$ cat config.mk
export PLATFORM = sky130hd
export DESIGN_NAME = matrix_keypad_scanner
export DESIGN_NICKNAME = d
export VERILOG_FILES = /design/src/hw/rtl/mks_pkg.sv /design/src/hw/rtl/matrix_keypad_scanner.sv
export SDC_FILE = /design/constraint.sdc
export NUM_CORES = 1
export LEC_CHECK = 0
export ABC_AREA = 0
export BUFFER_PORTS_ARGS = -buffer_cell sky130_fd_sc_hd__buf_4
export CAP_MARGIN = 30
export CORE_ASPECT_RATIO = 1.1
export CORE_UTILIZATION = 54
export CTS_BUF_LIST = sky130_fd_sc_hd__clkbuf_2 sky130_fd_sc_hd__clkbuf_4 sky130_fd_sc_hd__clkbuf_8
export CTS_CLUSTER_DIAMETER = 80
export CTS_CLUSTER_SIZE = 40
export DETAILED_ROUTE_END_ITERATION = 8
export PLACE_DENSITY = 0.83
export SLEW_MARGIN = 25
export SYNTH_ARGS = -nofsm -noshare
export SYNTH_HDL_FRONTEND = slang
export SYNTH_SLANG_ARGS = --single-unit
export TNS_END_PERCENT = 100
$ cat constraint.sdc
create_clock -name clk -period 3.45 [get_ports clk]
set_input_delay 0.69 -clock clk [delete_from_list [all_inputs] [get_ports clk]]
set_output_delay 0.69 -clock clk [all_outputs]
set_load 0.005 [all_outputs]
$ cat src/hw/rtl/mks_pkg.sv
// ----------------------------------------------------------------------------
// mks_pkg: shared types and constants for the matrix keypad scanner
// Column count, register map and the column-to-index helper.
// ----------------------------------------------------------------------------
package mks_pkg;

	// keypad geometry (fixed)
	localparam int unsigned COLUMNS     = 4;
	localparam int unsigned ROW_DRIVE_W = 6;
	localparam int unsigned WINDOW_W    = 16;
	localparam int unsigned CODE_W      = 5;

	localparam logic [WINDOW_W-1:0] WINDOW_RESET = 16'd10000;
	localparam logic [COLUMNS-1:0]  COLUMN_MASK  = 4'h0F;

	// register map: index taken from the word address
	typedef enum logic [0:0] {
		REG_WINDOW = 1'b0
	} reg_idx_t;

	typedef logic [COLUMNS-1:0] column_t;

	// index of the highest set column bit, 0 when none is set
	function automatic logic [1:0] column_index(input column_t col);
		logic [1:0] idx;
		idx = 2'd0;
		for (int i = 1; i < COLUMNS; i++) begin
			if (col[i]) begin
				idx = 2'(i);
			end
		end
		return idx;
	endfunction

endpackage

$ cat src/hw/rtl/matrix_keypad_scanner.sv
// ----------------------------------------------------------------------------
// matrix_keypad_scanner: row scanner for a main and an extended keypad
// Results are registered: each sample transfer loads the result register.
// Throughput: one column sample per cycle while the result register is free
//   or taken; the result register frees itself in the same cycle its result is taken.
// Reset: arst_n clears scan state to row 0 of the main bank and the
//   window register to 10000 samples.
// ----------------------------------------------------------------------------
module matrix_keypad_scanner
	import mks_pkg::*;
#(
	parameter int unsigned MAIN_ROWS = 4,
	parameter int unsigned EXT_ROWS  = 2
) (
	input  logic                   clk,
	input  logic                   arst_n,
	// configuration port
	input  logic                   psel,
	input  logic                   penable,
	input  logic                   pwrite,
	input  logic [2:0]             paddr,
	input  logic [31:0]            pwdata,
	output logic [31:0]            prdata,
	output logic                   pready,
	// sample channel
	input  logic                   in_valid,
	output logic                   in_ready,
	input  logic [COLUMNS-1:0]     column_sample,
	// result channel
	output logic                   out_valid,
	input  logic                   out_ready,
	output logic [ROW_DRIVE_W-1:0] row_drive,
	output logic                   key_valid,
	output logic [CODE_W-1:0]      key_code,
	output logic                   key_bank
);

	localparam logic [2:0] MAIN_ROWS_N = 3'(MAIN_ROWS);
	localparam logic [2:0] EXT_ROWS_N  = 3'(EXT_ROWS);

	// scan state
	logic                window_q;
	logic [WINDOW_W-1:0] window_samples_q;
	logic                release_wait_q;
	logic                active_bank_q;
	logic [1:0]          active_row_q;
	logic [WINDOW_W-1:0] samples_taken_q;
	column_t             held_column_q;

	// result register
	logic                   out_valid_q;
	logic [ROW_DRIVE_W-1:0] row_drive_q;
	logic                   key_valid_q;
	logic [CODE_W-1:0]      key_code_q;
	logic                   key_bank_q;

	// next-state and result values
	logic                   accept;
	column_t                sample;
	logic [7:0]             drive_full;
	logic                   single_col;
	column_t                held_upd;
	logic [WINDOW_W-1:0]    taken_inc;
	logic [WINDOW_W-1:0]    limit;
	logic [2:0]             bank_rows;
	logic                   release_wait_d;
	logic                   active_bank_d;
	logic [1:0]             active_row_d;
	logic [WINDOW_W-1:0]    samples_taken_d;
	column_t                held_column_d;
	logic                   valid_d;
	logic [CODE_W-1:0]      code_d;
	logic                   bank_d;

	// configuration port
	assign pready   = 1'b1;
	assign window_q = (paddr[2] == REG_WINDOW);
	assign prdata   = window_q ? {16'd0, window_samples_q} : 32'd0;

	always_ff @(posedge clk or negedge arst_n) begin
		if (!arst_n) begin
			window_samples_q <= WINDOW_RESET;
		end else if (psel && penable && pwrite && pready && window_q) begin
			window_samples_q <= pwdata[WINDOW_W-1:0];
		end
	end

	// handshake: a new sample is taken whenever the result register is free
	assign in_ready = !out_valid_q || out_ready;
	assign accept   = in_valid && in_ready;

	// scan step for one sample
	always_comb begin
		sample     = column_sample & COLUMN_MASK;
		drive_full = 8'd1 << {active_bank_q, active_row_q};
		single_col = (sample != '0) && ((sample & (sample - 1'b1)) == '0);
		held_upd   = single_col ? sample : held_column_q;
		taken_inc  = samples_taken_q + 1'b1;
		limit      = (window_samples_q == '0) ? 16'd1 : window_samples_q;
		bank_rows  = active_bank_q ? EXT_ROWS_N : MAIN_ROWS_N;

		release_wait_d  = release_wait_q;
		active_bank_d   = active_bank_q;
		active_row_d    = active_row_q;
		samples_taken_d = samples_taken_q;
		held_column_d   = held_column_q;
		valid_d         = 1'b0;
		code_d          = '0;
		bank_d          = 1'b0;

		if (release_wait_q) begin
			// wait for all columns low, then report and switch bank
			if (sample == '0) begin
				valid_d         = 1'b1;
				code_d          = 5'({active_row_q, 2'b00}) + 5'(COLUMNS)
				                  - 5'(column_index(held_column_q));
				bank_d          = active_bank_q;
				active_bank_d   = !active_bank_q;
				active_row_d    = '0;
				samples_taken_d = '0;
				held_column_d   = '0;
				release_wait_d  = 1'b0;
			end
		end else begin
			held_column_d   = held_upd;
			samples_taken_d = taken_inc;
			if (taken_inc >= limit) begin
				if (held_upd != '0) begin
					release_wait_d = 1'b1;
				end else begin
					samples_taken_d = '0;
					held_column_d   = '0;
					if ({1'b0, active_row_q} + 3'd1 >= bank_rows) begin
						active_bank_d = !active_bank_q;
						active_row_d  = '0;
					end else begin
						active_row_d = active_row_q + 2'd1;
					end
				end
			end
		end
	end

	// state update on each sample transfer
	always_ff @(posedge clk or negedge arst_n) begin
		if (!arst_n) begin
			release_wait_q  <= 1'b0;
			active_bank_q   <= 1'b0;
			active_row_q    <= '0;
			samples_taken_q <= '0;
			held_column_q   <= '0;
		end else if (accept) begin
			release_wait_q  <= release_wait_d;
			active_bank_q   <= active_bank_d;
			active_row_q    <= active_row_d;
			samples_taken_q <= samples_taken_d;
			held_column_q   <= held_column_d;
		end
	end

	// result valid
	always_ff @(posedge clk or negedge arst_n) begin
		if (!arst_n) begin
			out_valid_q <= 1'b0;
		end else if (in_ready) begin
			out_valid_q <= in_valid;
		end
	end

	// result payload
	always_ff @(posedge clk) begin
		if (accept) begin
			row_drive_q <= drive_full[ROW_DRIVE_W-1:0];
			key_valid_q <= valid_d;
			key_code_q  <= code_d;
			key_bank_q  <= bank_d;
		end
	end

	assign out_valid = out_valid_q;
	assign row_drive = row_drive_q;
	assign key_valid = key_valid_q;
	assign key_code  = key_code_q;
	assign key_bank  = key_bank_q;

endmodule
After elaboration in Yosys (flattened, before gate mapping)
Index checks and enable logic that the tools add are counted.
{"block": "op_classes", "addsub": 6, "magnitude_cmp": 2, "eq_ne": 2, "shift": 1, "mux": 32, "bitwise_logic": 2, "reduce_logical": 19}
{"op": "two-way mux 16 bit", "n": 6}
{"op": "two-way mux 4 bit", "n": 5}
{"op": "two-way mux 2 bit", "n": 9}
{"op": "adder 16 x 1 -> 16 bit (second input constant)", "n": 1}
{"op": ">= comparator 16 bit", "n": 1}
{"op": "logical NOT 16 bit", "n": 1}
{"op": "two-way mux 1 bit", "n": 11}
{"op": "logical NOT 4 bit", "n": 2}
{"op": "nonzero test 4 bit", "n": 2}
{"op": "left shift 1 x 3 -> 6 bit (first input constant)", "n": 1}
{"op": "adder 4 x 3 -> 5 bit (second input constant)", "n": 1}
{"op": "logical AND 1 bit", "n": 5}
{"op": "AND reduction 5 bit", "n": 1}
{"op": "subtractor 5 x 2 -> 5 bit", "n": 1}
{"op": "bitwise AND 4 bit", "n": 1}
{"op": "AND reduction 2 bit", "n": 2}
{"op": "AND reduction 4 bit", "n": 1}
{"op": "nonzero test 2 bit", "n": 2}
{"op": "subtractor 4 x 1 -> 4 bit (second input constant)", "n": 1}
{"op": "adder 2 x 1 -> 3 bit (second input constant)", "n": 1}
{"op": ">= comparator 3 bit", "n": 1}
{"op": "two-way mux 3 bit", "n": 1}
{"op": "adder 2 x 1 -> 2 bit (second input constant)", "n": 1}
{"op": "logical NOT 1 bit", "n": 2}
{"op": "other kinds (4)", "n": 4}
{"block": "totals", "regBits": 54, "output_inout_bits": 48}

Longest topological paths before layout
Gate-level depths: netlist of run 1.
{"block": "logic_depth", "word_depth": 9, "ltp_mapped": 14, "depth_no_buf": 13}

Worst setup path after synthesis of run 1
OpenSTA, ideal clock, no wires.
{"block": "synth_path", "kind": "reg-to-reg", "from": "reg samples_taken_q[0]", "to": "reg samples_taken_q[15]", "arrival_time_ps": 2929, "path_slack_ps": 400, "path_stages_with_launch": 15, "n_path_buf": 1, "path_cell_list": "dfrtp_1 -> ha_1 -> nand3_1 -> or2_2 -> nor2_1 -> nand3_1 -> xnor2_1 -> ha_1 -> nand4_1 -> a211oi_1 -> a32oi_2 -> a21oi_4 -> nor2_4 -> buf_6 -> a22o_2"}
{"block": "synth_via", "elab_chain_cells": 4, "word_cells_on_any_way": 5, "classes_between": "1 x add/sub; 1 x order compare; 3 x mux"}
{"element": "start: declaration", "line": "matrix_keypad_scanner.sv:47", "rtl": "logic [WINDOW_W-1:0] samples_taken_q;"}
{"element": "start signal: assignment", "line": "matrix_keypad_scanner.sv:156", "rtl": "samples_taken_q <= samples_taken_d;"}
{"element": "adder 16 x 1 -> 16 bit *", "line": "matrix_keypad_scanner.sv:98", "rtl": "taken_inc = samples_taken_q + 1'b1;"}
{"element": ">= comparator 16 bit / two-way mux 16 bit (equally long branches)", "line": "matrix_keypad_scanner.sv:127, matrix_keypad_scanner.sv:128"}
{"element": "two-way mux 16 bit *", "line": "matrix_keypad_scanner.sv:127", "rtl": "if (taken_inc >= limit) begin"}
{"element": "two-way mux 16 bit *", "line": "matrix_keypad_scanner.sv:111", "rtl": "if (release_wait_q) begin"}
Mark *: on every way between the ends. The rest lies on a longest branch, timed or not.
A chain may end at the register's enable or synchronous reset.

Worst setup path after layout of run 1
{"block": "layout_path", "from": "reg samples_taken_q[1]", "to": "reg active_row_q[1]"}
{"block": "layout_via", "elab_chain_cells": 4}
{"element": "adder 16 x 1 -> 16 bit", "line": "matrix_keypad_scanner.sv:98"}
{"element": ">= comparator 16 bit", "line": "matrix_keypad_scanner.sv:127"}
{"element": "nonzero test 2 bit (no line)"}
{"element": "AND reduction 4 bit (no line)"}
{"element": "end signal: assignment", "line": "matrix_keypad_scanner.sv:155", "rtl": "active_row_q <= active_row_d;"}
{"element": "end: declaration", "line": "matrix_keypad_scanner.sv:46", "rtl": "logic [1:0] active_row_q;"}
No other way between the ends.

==> results.rst, run 1 <==
.. list-table::
   :header-rows: 1

   * - Metric
     - Value
   * - Required @ worst endpoint
     - 3660 ps
   * - Total detailed-routing wirelength
     - 6.47 mm
   * - Worst-margin pin slew
     - approximately 870 ps
   * - Adder and majority gate portion of the synthesized area
     - 0.0918
   * - Commonest cells after routing, fill and taps aside
     - sky130_fd_sc_hd__buf_4, sky130_fd_sc_hd__dfrtp_1, sky130_fd_sc_hd__nor2_1
   * - Cell with the biggest individual delay on the critical path
     - sky130_fd_sc_hd__dfrtp_1
   * - Aggregate negative setup slack
     - 0 ps
   * - Die width
     - ~76 um
   * - DRT Pass-1 Iters
     - 4
   * - Clock Root Buffer
     - sky130_fd_sc_hd__clkbuf_8
   * - Setup Viol. Count Final
     - 0
   * - Worst R2R Setup Slack
     - 200 ps
   * - End of the worst register-to-register path
     - active_row_q[1]
   * - Worst path cell trace
     - ha_2 > nand3_1 > or2_4 > buf_4 > nor2_1 > xor2_1 > ha_1 > nand4_1 > buf_4 > nor3_2 > a2111oi_4 > a21oi_4 > buf_4 > and3_1 > a22o_1
   * - Clock transition at path regs
     - approximately 100 ps
   * - Wirelength per Cell
     - 14.1 um
   * - Via count of the first global-routing pass
     - 2381
   * - Number of different library cells in the post-synthesis netlist
     - 48
   * - Average cell area after synthesis
     - 10.3 um^2
   * - Post-DP HPWL
     - 4.81 mm
   * - Worst Path Arrival
     - 3460 ps
   * - Vertical extent of the die
     - 83.0 um
   * - Worst r2r path cells
     - 15
   * - Post-synth ARST share
     - 0.759
   * - EDFF count, synth
     - 13
   * - Final Max Slew Viols
     - 0
   * - Starting density of the core
     - 0.558
   * - Critical path fanouts, max
     - 5
   * - Dominant combinational cell family by area after synthesis
     - simple AND/OR/NAND/NOR gates
   * - Startpoint-to-endpoint class of the critical path
     - reg2reg
   * - Global-route usage over all layers
     - 0.217
   * - I/O pin count
     - 94
   * - Met1 usage
     - 0.261
   * - Combined buffer and inverter count along the critical path
     - 3
   * - Fraction of synthesized area in multiplexers
     - 0.0595
   * - GRT met2 Usage
     - 0.375
   * - Final standard cell area without fillers
     - 3900 um^2
   * - Cells after synthesis
     - 312
   * - Xor and xnor area share after synthesis
     - 0.0381
   * - Maximum number of pins on one net before global-route repair
     - between 40 and 50
   * - Footprint of the multi-input gates
     - around 1600 um^2
   * - CTS tree
     - done
   * - Number of antenna violations at the first check in global routing
     - 0
   * - Leading register cell type out of synthesis
     - sky130_fd_sc_hd__dfrtp_1
   * - Post-cts hold buffer count
     - 0
   * - Count of H-tree levels built during CTS
     - 2
   * - Largest incremental delay on the critical path
     - 410 ps
   * - Most Crowded Layer GR
     - met2
   * - Cell Rows
     - 29
   * - Post-synthesis share of cell area spent on and, or, nand and nor gates
     - 0.146
   * - Element type at the critical path end
     - register
   * - PortBufs
     - 58
   * - Clk_skew
     - approximately 12 ps
   * - Area after detailed placement
     - 3720 um^2
   * - Type of origin of the critical path
     - register
   * - Sequential cell area
     - roughly 1400 um^2
   * - Final Hold Viols
     - 0
   * - Area fraction of the dominant cell type after synthesis
     - 0.280
   * - Maximum number of buffers from clock root to sink
     - 2
   * - DIE AREA
     - between 6000 and 7000 um^2
   * - Largest cells by area after synthesis
     - sky130_fd_sc_hd__dfrtp_1, sky130_fd_sc_hd__edfxtp_1, sky130_fd_sc_hd__ha_1
   * - Power Density
     - just under 500 nW/um^2
   * - Number of max-cap violations
     - 0
   * - Complex-gate fraction of the synthesized area
     - 0.141
   * - Leading cell type in the layout, fill and taps excluded
     - sky130_fd_sc_hd__buf_4
   * - Routability congestion estimate from global placement
     - roughly 0.80
   * - Num CTS Buffers
     - 5
   * - Area leader, netlist
     - sky130_fd_sc_hd__dfrtp_1
   * - Shortest clock period the worst path allows after layout
     - around 3300 ps
   * - RSZ-0062 raised after global routing
     - no
   * - Period Utilization, post-route
     - 0.943
   * - Crit path top cell by count
     - sky130_fd_sc_hd__buf_4
   * - Number of vias after detailed routing
     - roughly 2500
   * - Detailed Route Iter0 Violations
     - 109
   * - Global-route wire length before repair
     - 10.5 mm
   * - Synthesized cell area
     - approximately 3200 um^2
   * - Worst rel slew slack
     - 0.417
   * - Layout area overhead
     - 21.4%
   * - Maximum clock frequency
     - 0.307 GHz
   * - Diodes inserted
     - 0
   * - Total clock sinks
     - 54
   * - Congestion Overflow GR
     - 0
   * - Hold WC Path Type
     - in2async
   * - Leakage component of the power
     - 1.91 nW
   * - WHS
     - around 340 ps
   * - Layout cells sized above 1
     - 0.324
   * - Worst IR Drop VDD
     - between 0.3 and 0.4 mV
   * - Routed Antenna Nets
     - 0
   * - Residual DRC count
     - 0
   * - Result of the run
     - finished, final reports clean
   * - Synth Warn #
     - 0
   * - Core area
     - 5770 um^2
   * - Insertion delay to the later sink of the worst-skew pair
     - 320 ps
   * - Fraction of the yosys area taken by sequential cells
     - 0.442
   * - Final net count
     - 451
   * - Top delay family on crit path
     - simple AND/OR/NAND/NOR gates
   * - Post-synthesis sequential element count
     - 54
   * - Critical register-to-register path startpoint
     - samples_taken_q[1]
   * - Filler Cells Inserted
     - 432
   * - Met3 track demand over resource in global routing
     - 0.0485
   * - Vias per cell
     - 5.38
routing by layer:
layer	vias to the layer above	wire (um)
li1	1200	-
met1	1190	2700
met2	76	3350
met3	9	302
met4	0	115
met5	-	0
flip-flops by register name, summed over array words and instances, names as in the netlist:
signal	cells
key_valid	1
key_code	5
window_samples_q	16
out_valid	1
release_wait_q	1
samples_taken_q	16
row_drive	6
held_column_q	4
active_row_q	2
active_bank_q	1
key_bank	1
what timing repair did:
action / 4_1_cts / 5_1_grt
buffers inserted: 0 / 3
hold endpoints to repair: 0 / 0
gates resized for setup: 0 / 7
endpoints found under the setup margin: 0 / 17
metrics by stage:
step	total power [mW]	instances	utilization	setup slack (ps)
3_3_place_gp	1.35	449	0.645	250
4_1_cts	1.87	457	0.668	130
2_1_floorplan	1.19	327	-	400
5_1_grt	1.98	460	0.677	37.5
6_report	1.88	460	0.677	195
3_5_place_dp	1.38	449	0.645	167
worst max path at each step:
stage	start	to	slack, ps	cells past startpoint
after floorplan	samples_taken_q[0]	samples_taken_q[15]	400	14
after global placement	samples_taken_q[1]	active_bank_q	250	14
after detailed placement	samples_taken_q[1]	samples_taken_q[0]	170	14
after CTS	samples_taken_q[1]	samples_taken_q[0]	130	14
after global routing	samples_taken_q[1]	samples_taken_q[5]	40	14
final	samples_taken_q[1]	active_row_q[1]	200	15
worst register-to-register path, stage by stage (launching register included):
cell and delay (ps):
sky130_fd_sc_hd__dfrtp_1 410, sky130_fd_sc_hd__ha_2 200, sky130_fd_sc_hd__nand3_1 90, sky130_fd_sc_hd__or2_4 290, sky130_fd_sc_hd__buf_4 140, sky130_fd_sc_hd__nor2_1 130, sky130_fd_sc_hd__xor2_1 240, sky130_fd_sc_hd__ha_1 290
sky130_fd_sc_hd__nand4_1 190, sky130_fd_sc_hd__buf_4 150, sky130_fd_sc_hd__nor3_2 50, sky130_fd_sc_hd__a2111oi_4 330, sky130_fd_sc_hd__a21oi_4 140, sky130_fd_sc_hd__buf_4 170, sky130_fd_sc_hd__and3_1 160, sky130_fd_sc_hd__a22o_1 170
cell usage after synthesis, types with 3 or more instances:
| master | number |
|---|---|
| sky130_fd_sc_hd__dfrtp_1 | 36 |
| sky130_fd_sc_hd__nor2_1 | 33 |
| sky130_fd_sc_hd__inv_1 | 24 |
| sky130_fd_sc_hd__ha_1 | 22 |
| sky130_fd_sc_hd__nand2_1 | 22 |
| sky130_fd_sc_hd__buf_4 | 17 |
| sky130_fd_sc_hd__mux2_2 | 17 |
| sky130_fd_sc_hd__edfxtp_1 | 13 |
| sky130_fd_sc_hd__nand3_1 | 11 |
| sky130_fd_sc_hd__a22o_2 | 10 |
| sky130_fd_sc_hd__o21ai_0 | 9 |
| sky130_fd_sc_hd__xnor2_1 | 9 |
| sky130_fd_sc_hd__a21oi_1 | 7 |
| sky130_fd_sc_hd__dfstp_2 | 5 |
| sky130_fd_sc_hd__nor3_1 | 5 |
| sky130_fd_sc_hd__xor2_1 | 5 |
| sky130_fd_sc_hd__a211oi_1 | 4 |
| sky130_fd_sc_hd__a21o_1 | 4 |
| sky130_fd_sc_hd__a22oi_1 | 4 |
| sky130_fd_sc_hd__and3_1 | 4 |
| sky130_fd_sc_hd__clkbuf_1 | 4 |
| sky130_fd_sc_hd__nor2b_1 | 4 |
| sky130_fd_sc_hd__nor4_1 | 4 |
| sky130_fd_sc_hd__a22o_1 | 3 |
| sky130_fd_sc_hd__nand2b_1 | 3 |
| sky130_fd_sc_hd__nand4_1 | 3 |
power breakdown:
group          switching [mW]  total (mW)  internal (mW)  leakage, nW
combinational           0.255       0.514          0.260         1.21
clock                   0.210       0.498          0.287       0.0658
sequential             0.0954       0.864          0.769        0.637
total                   0.560        1.88           1.32         1.91
kinds of logic (layout without fill, tap and decap cells):
logic type / count (synthesis) / count (layout)
and+or+nand+nor: 98 / 98
xor gates and xnor gates: 14 / 14
AOI/OAI and AO/OA: 56 / 56
adders and majority gates: 23 / 23
DFF: 54 / 54
buffers and inverters: 48 / 104
muxes: 17 / 17
other: 2 / 17
area by class of cell:
cell class / instances / share of cell area
Clock buffer: 5 / 0.0176
Multi-Input combinational cell: 225 / 0.415
Sequential cell: 54 / 0.364
Tap cell: 77 / 0.0247
Clock inverter: 3 / 0.0163
Inverter: 24 / 0.0231
Timing Repair Buffer: 72 / 0.138
No activity file was read; power rests on OpenSTA's default activity.
==> run 2: changes to the inputs <==
SETUP_SLACK_MARGIN = 0.5   (was not set)
==> results.rst, run 2 (synthesis results as in run 1) <==
.. list-table::
   :header-rows: 1

   * - Metric
     - Value
   * - Final Hold Viols
     - 0
   * - PortBufs
     - between 50 and 60
   * - Layout cells sized above 1
     - 0.398
   * - Vertical extent of the die
     - around 83 um
   * - Crit path top cell by count
     - sky130_fd_sc_hd__nor2_4
   * - Final Max Slew Viols
     - 0
   * - Final net count
     - around 460
   * - Footprint of the multi-input gates
     - around 1800 um^2
   * - Clock transition at path regs
     - around 110 ps
   * - Maximum number of pins on one net before global-route repair
     - 42
   * - Sequential cell area
     - between 1000 and 1500 um^2
   * - Setup Viol. Count Final
     - 0
   * - Maximum number of buffers from clock root to sink
     - 2
   * - Leakage component of the power
     - between 1.5 and 2 nW
   * - Count of H-tree levels built during CTS
     - 2
   * - Via count of the first global-routing pass
     - 2506
   * - Detailed Route Iter0 Violations
     - 100
   * - Result of the run
     - finished, final reports clean
   * - Shortest clock period the worst path allows after layout
     - a little over 3000 ps
   * - Core area
     - 5770 um^2
   * - Worst path cell trace
     - ha_4 > nand3_4 > or2_4 > nor2_4 > buf_4 > xnor2_1 > ha_1 > nand4_1 > a211oi_4 > a32oi_2 > a21oi_4 > nor2_4 > buf_12 > mux2_2
   * - Commonest cells after routing, fill and taps aside
     - sky130_fd_sc_hd__buf_4, sky130_fd_sc_hd__dfrtp_1, sky130_fd_sc_hd__nor2_1
   * - Global-route wire length before repair
     - 11.4 mm
   * - Worst Path Arrival
     - approximately 3300 ps
   * - Power Density
     - 442 nW/um^2
   * - Hold WC Path Type
     - in2async
   * - Maximum clock frequency
     - between 0.3 and 0.4 GHz
   * - Overall power
     - 1.83 mW
   * - Aggregate negative setup slack
     - 0 ps
   * - Period Utilization, post-route
     - 0.887
   * - Vias per cell
     - 5.36
   * - Residual DRC count
     - 0
   * - Total detailed-routing wirelength
     - ~7.0 mm
   * - Total clock sinks
     - 54
   * - CTS tree
     - done
   * - Cell with the biggest individual delay on the critical path
     - sky130_fd_sc_hd__dfrtp_2
   * - Type of origin of the critical path
     - register
   * - Congestion Overflow GR
     - 0
   * - Routed Antenna Nets
     - 0
   * - Num CTS Buffers
     - 5
   * - Leading cell type in the layout, fill and taps excluded
     - sky130_fd_sc_hd__buf_4
   * - Clk_skew
     - 11.9 ps
   * - DIE AREA
     - ~6300 um^2
   * - I/O pin count
     - 94
   * - DRT Pass-1 Iters
     - 4
   * - Largest incremental delay on the critical path
     - about 440 ps
   * - Insertion delay to the later sink of the worst-skew pair
     - 320 ps
   * - Layout area overhead
     - 28.9%
   * - Critical path fanouts, max
     - 7
   * - Cell Rows
     - 29
   * - Worst R2R Setup Slack
     - 390 ps
   * - Global-route usage over all layers
     - 0.237
   * - Diodes inserted
     - 0
   * - Worst-margin pin slew
     - 822 ps
   * - Worst rel slew slack
     - 0.449
   * - Element type at the critical path end
     - register
   * - Routability congestion estimate from global placement
     - 0.774
   * - Clock Root Buffer
     - sky130_fd_sc_hd__clkbuf_8
   * - Required @ worst endpoint
     - 3670 ps
   * - Wirelength per Cell
     - 14.8 um
   * - Die width
     - roughly 76 um
   * - RSZ-0062 raised after global routing
     - yes
   * - Starting density of the core
     - 0.558
   * - Number of max-cap violations
     - 0
   * - Number of antenna violations at the first check in global routing
     - 0
   * - Worst IR Drop VDD
     - 0.263 mV
   * - Filler Cells Inserted
     - 419
   * - Number of vias after detailed routing
     - between 2000 and 3000
   * - Post-DP HPWL
     - 4.54 mm
   * - Startpoint-to-endpoint class of the critical path
     - reg2reg
==> run 2: changes by cell type in the layout (fill, tap and decap cells not counted), moves of 5 or more <==
cell / previous run / this run
sky130_fd_sc_hd__a22o_4: 0 / 5
sky130_fd_sc_hd__a22o_2: 10 / 5
sky130_fd_sc_hd__dfrtp_2: 0 / 7
sky130_fd_sc_hd__dfrtp_1: 36 / 29
sky130_fd_sc_hd__buf_4: 72 / 79
sky130_fd_sc_hd__nor2_1: 32 / 27
==> run 2: per-layer routing <==
layer,track usage,part of all wire
met1,0.293,0.43
met2,0.416,0.52
met3,0.0413,0.039
met4,0.0606,0.013
met5,0,0
==> run 2: final timing paths <==
kind | from | cells past startpoint | to
min in group clk | held_column_q[0] | 2 | held_column_q[0]
setup / recovery | samples_taken_q[1] | 14 | samples_taken_q[0]
max in group asynchronous | arst_n | 1 | samples_taken_q[11]
hold reg to reg | held_column_q[0] | 2 | held_column_q[0]
setup reg to reg | samples_taken_q[1] | 14 | samples_taken_q[0]
hold / removal | arst_n | 1 | window_samples_q[3]
==> run 2: cell type report <==
cell class | instances | area share
Inverter | 24 | 0.0217
Clock inverter | 3 | 0.00603
Clock buffer | 5 | 0.0166
Multi-Input combinational cell | 225 | 0.428
Sequential cell | 54 | 0.345
Timing Repair Buffer | 83 | 0.159
Tap cell | 77 | 0.0232
==> run 2: repair_timing <==
action                                  CTS  global route
hold buffers                              0             0
gates resized for setup                  25            14
endpoints found under the setup margin   20            20
gates cloned                              1             0
setup buffers                            17             6
pin swaps                                15             9
==> run 2: per-stage QoR <==
step	util	area [um^2]	setup WS, ps	hold slack [ps]	cells
2_1_floorplan	-	3300	526	394	327
3_3_place_gp	0.636	3670	196	500	439
3_5_place_dp	0.636	3670	176	512	439
4_1_cts	0.701	4040	458	352	465
5_1_grt	0.719	4150	245	365	471
6_report	0.719	4150	391	325	471
==> run 2: power breakdown <==
| part | internal [mW] | switching (mW) | total, mW | leakage (nW) |
|---|---|---|---|---|
| logic | 0.307 | 0.277 | 0.584 | 1.32 |
| registers | 0.772 | 0.103 | 0.876 | 0.627 |
| clock network | 0.147 | 0.226 | 0.373 | 0.0447 |
==> run 2: critical path: cells and delay by family (launching register included) <==
kind,cells,cell delay (ps)
flops,1,440
compound gates,3,700
simple gates,5,740
buf+inv,2,260
xor+xnor,1,80
mux,1,250
fa+ha+maj,2,470
==> run 3: changes to the inputs <==
RECOVER_POWER = 25   (was not set)
==> results.rst, run 3 (synthesis results as in run 1) <==
.. list-table::
   :header-rows: 1

   * - Metric
     - Value
   * - Core area
     - approximately 5800 um^2
   * - Number of antenna violations at the first check in global routing
     - 0
   * - Aggregate negative setup slack
     - 0 ps
   * - Insertion delay to the later sink of the worst-skew pair
     - 320 ps
   * - Maximum number of buffers from clock root to sink
     - 2
   * - Required @ worst endpoint
     - 3670 ps
   * - Pre-CTS setup slack
     - around 180 ps
   * - Total clock sinks
     - 54
   * - Period Utilization, post-route
     - 0.887
   * - Maximum clock frequency
     - 0.327 GHz
   * - Vias per cell
     - 5.36
   * - Global-route wire length before repair
     - 11.4 mm
   * - Violations in the final reports
     - capacitance limit, slew limit
   * - Residual DRC count
     - 0
   * - Top delay family on crit path
     - simple AND/OR/NAND/NOR gates
   * - Wirelength per Cell
     - 14.8 um
   * - Worst R2R Setup Slack
     - 390 ps
   * - Count of H-tree levels built during CTS
     - 2
   * - DIE AREA
     - 6270 um^2
   * - Element type at the critical path end
     - register
   * - GRT met2 Usage
     - 0.416
   * - Vertical extent of the die
     - 83.0 um
   * - Final net count
     - 462
   * - Congestion Overflow GR
     - 0
   * - Post-DP HPWL
     - 4.54 mm
   * - Layout cells sized above 1
     - 0.396
   * - Final Hold Viols
     - 0
   * - CTS tree
     - done
   * - Routed Antenna Nets
     - 0
   * - Number of max-cap violations
     - 1
   * - Worst Path Arrival
     - 3280 ps
   * - Hold WC Path Type
     - reg2reg
   * - Leading cell type in the layout, fill and taps excluded
     - sky130_fd_sc_hd__buf_4
   * - Maximum number of pins on one net before global-route repair
     - 42
   * - Clk_skew
     - 11.9 ps
   * - Number of vias after detailed routing
     - 2523
   * - Worst-margin pin slew
     - 2200 ps
   * - Detailed Route Iter0 Violations
     - 100
   * - Type of origin of the critical path
     - register
   * - Clock transition at path regs
     - 110 ps
   * - DRT Pass-1 Iters
     - 4
   * - Leakage component of the power
     - 1.99 nW
   * - Post-cts hold buffer count
     - 0
   * - Largest incremental delay on the critical path
     - 440 ps
   * - Worst IR Drop VDD
     - 0.263 mV
   * - Layout area overhead
     - 28.8%
   * - PortBufs
     - 58
   * - Overall power
     - 1.83 mW
   * - Clock Root Buffer
     - sky130_fd_sc_hd__clkbuf_8
   * - Met3 track demand over resource in global routing
     - 0.0413
   * - Setup Viol. Count Final
     - 0
   * - Critical path fanouts, max
     - 7
   * - Final Worst Setup Slack
     - a little under 400 ps
   * - I/O pin count
     - 94
   * - Diodes inserted
     - 0
   * - Shortest clock period the worst path allows after layout
     - 3060 ps
   * - Result of the run
     - finished with violations
   * - Startpoint-to-endpoint class of the critical path
     - reg2reg
   * - Starting density of the core
     - 0.558
   * - Commonest cells after routing, fill and taps aside
     - sky130_fd_sc_hd__buf_4, sky130_fd_sc_hd__dfrtp_1, sky130_fd_sc_hd__nor2_1
   * - Routability congestion estimate from global placement
     - 0.774
   * - Power Density
     - 442 nW/um^2
   * - Worst rel slew slack
     - -0.468
   * - Die width
     - 75.6 um
   * - Most Crowded Layer GR
     - met2
   * - Cell with the biggest individual delay on the critical path
     - sky130_fd_sc_hd__dfrtp_2
   * - Cell Rows
     - 29
   * - Final Max Slew Viols
     - 42
   * - Total detailed-routing wirelength
     - ~7 mm
   * - Met1 usage
     - 0.293
   * - Final core utilization
     - 0.718
   * - Num CTS Buffers
     - 5
   * - Crit path top cell by count
     - sky130_fd_sc_hd__nor2_4
   * - WHS
     - 528 ps
   * - Via count of the first global-routing pass
     - 2506
   * - RSZ-0062 raised after global routing
     - yes
   * - Worst path cell trace
     - ha_4 > nand3_4 > or2_4 > nor2_4 > buf_4 > xnor2_1 > ha_1 > nand4_1 > a211oi_4 > a32oi_2 > a21oi_4 > nor2_4 > buf_12 > mux2_2
   * - Global-route usage over all layers
     - 0.237
   * - Combined buffer and inverter count along the critical path
     - 2
==> run 3: routing by layer <==
layer | routed length [um] | part of all wire
met1 | 2960 | 0.43
met2 | 3640 | 0.52
met3 | 271 | 0.039
met4 | 91 | 0.013
met5 | 0 | 0
==> run 3: final cells by class <==
class / count / area [um^2]
timing repair buffer: 83 / 657
tap: 77 / 96.3
fill: 421 / 1630
clock buffer: 5 / 68.8
clock inverter: 3 / 25.0
sequential: 54 / 1430
inverter: 24 / 90.1
multi-input combinational: 225 / 1780
==> run 3: repair_timing <==
action                     CTS  global route
resized for setup           25            14
setup endpoints to repair   20            20
pin swaps                   15             9
setup buffers               17             6
cloned                       1             0
==> run 3: power by group <==
part / internal [mW] / total, mW / switching, mW
Combinational: 0.306 / 0.583 / 0.277
Sequential: 0.772 / 0.876 / 0.103
Clock: 0.147 / 0.373 / 0.226
Total: 1.23 / 1.83 / 0.606
==> run 3: per-stage QoR <==
step                cells  instance area [um^2]
global route          471                  4140
floorplan             327                  3300
CTS                   465                  4040
global placement      439                  3670
finish                471                  4140
detailed placement    439                  3670
==> run 3: tightest hold or removal path, delay by kind of cell, from the launching register on <==
kind / cells / cell delay (ps)
flip-flops: 1 / 380
AO/OA/AOI/OAI: 1 / 60
AND/OR/NAND/NOR: 1 / 60
==> run 3: final timing paths <==
path | startpoint | end | cells after the start
max | samples_taken_q[1] | samples_taken_q[0] | 14
min | held_column_q[0] | held_column_q[0] | 2
max reg2reg | samples_taken_q[1] | samples_taken_q[0] | 14
min reg2reg | held_column_q[0] | held_column_q[0] | 2
max in group asynchronous | arst_n | samples_taken_q[11] | 1
min in group asynchronous | arst_n | window_samples_q[3] | 1
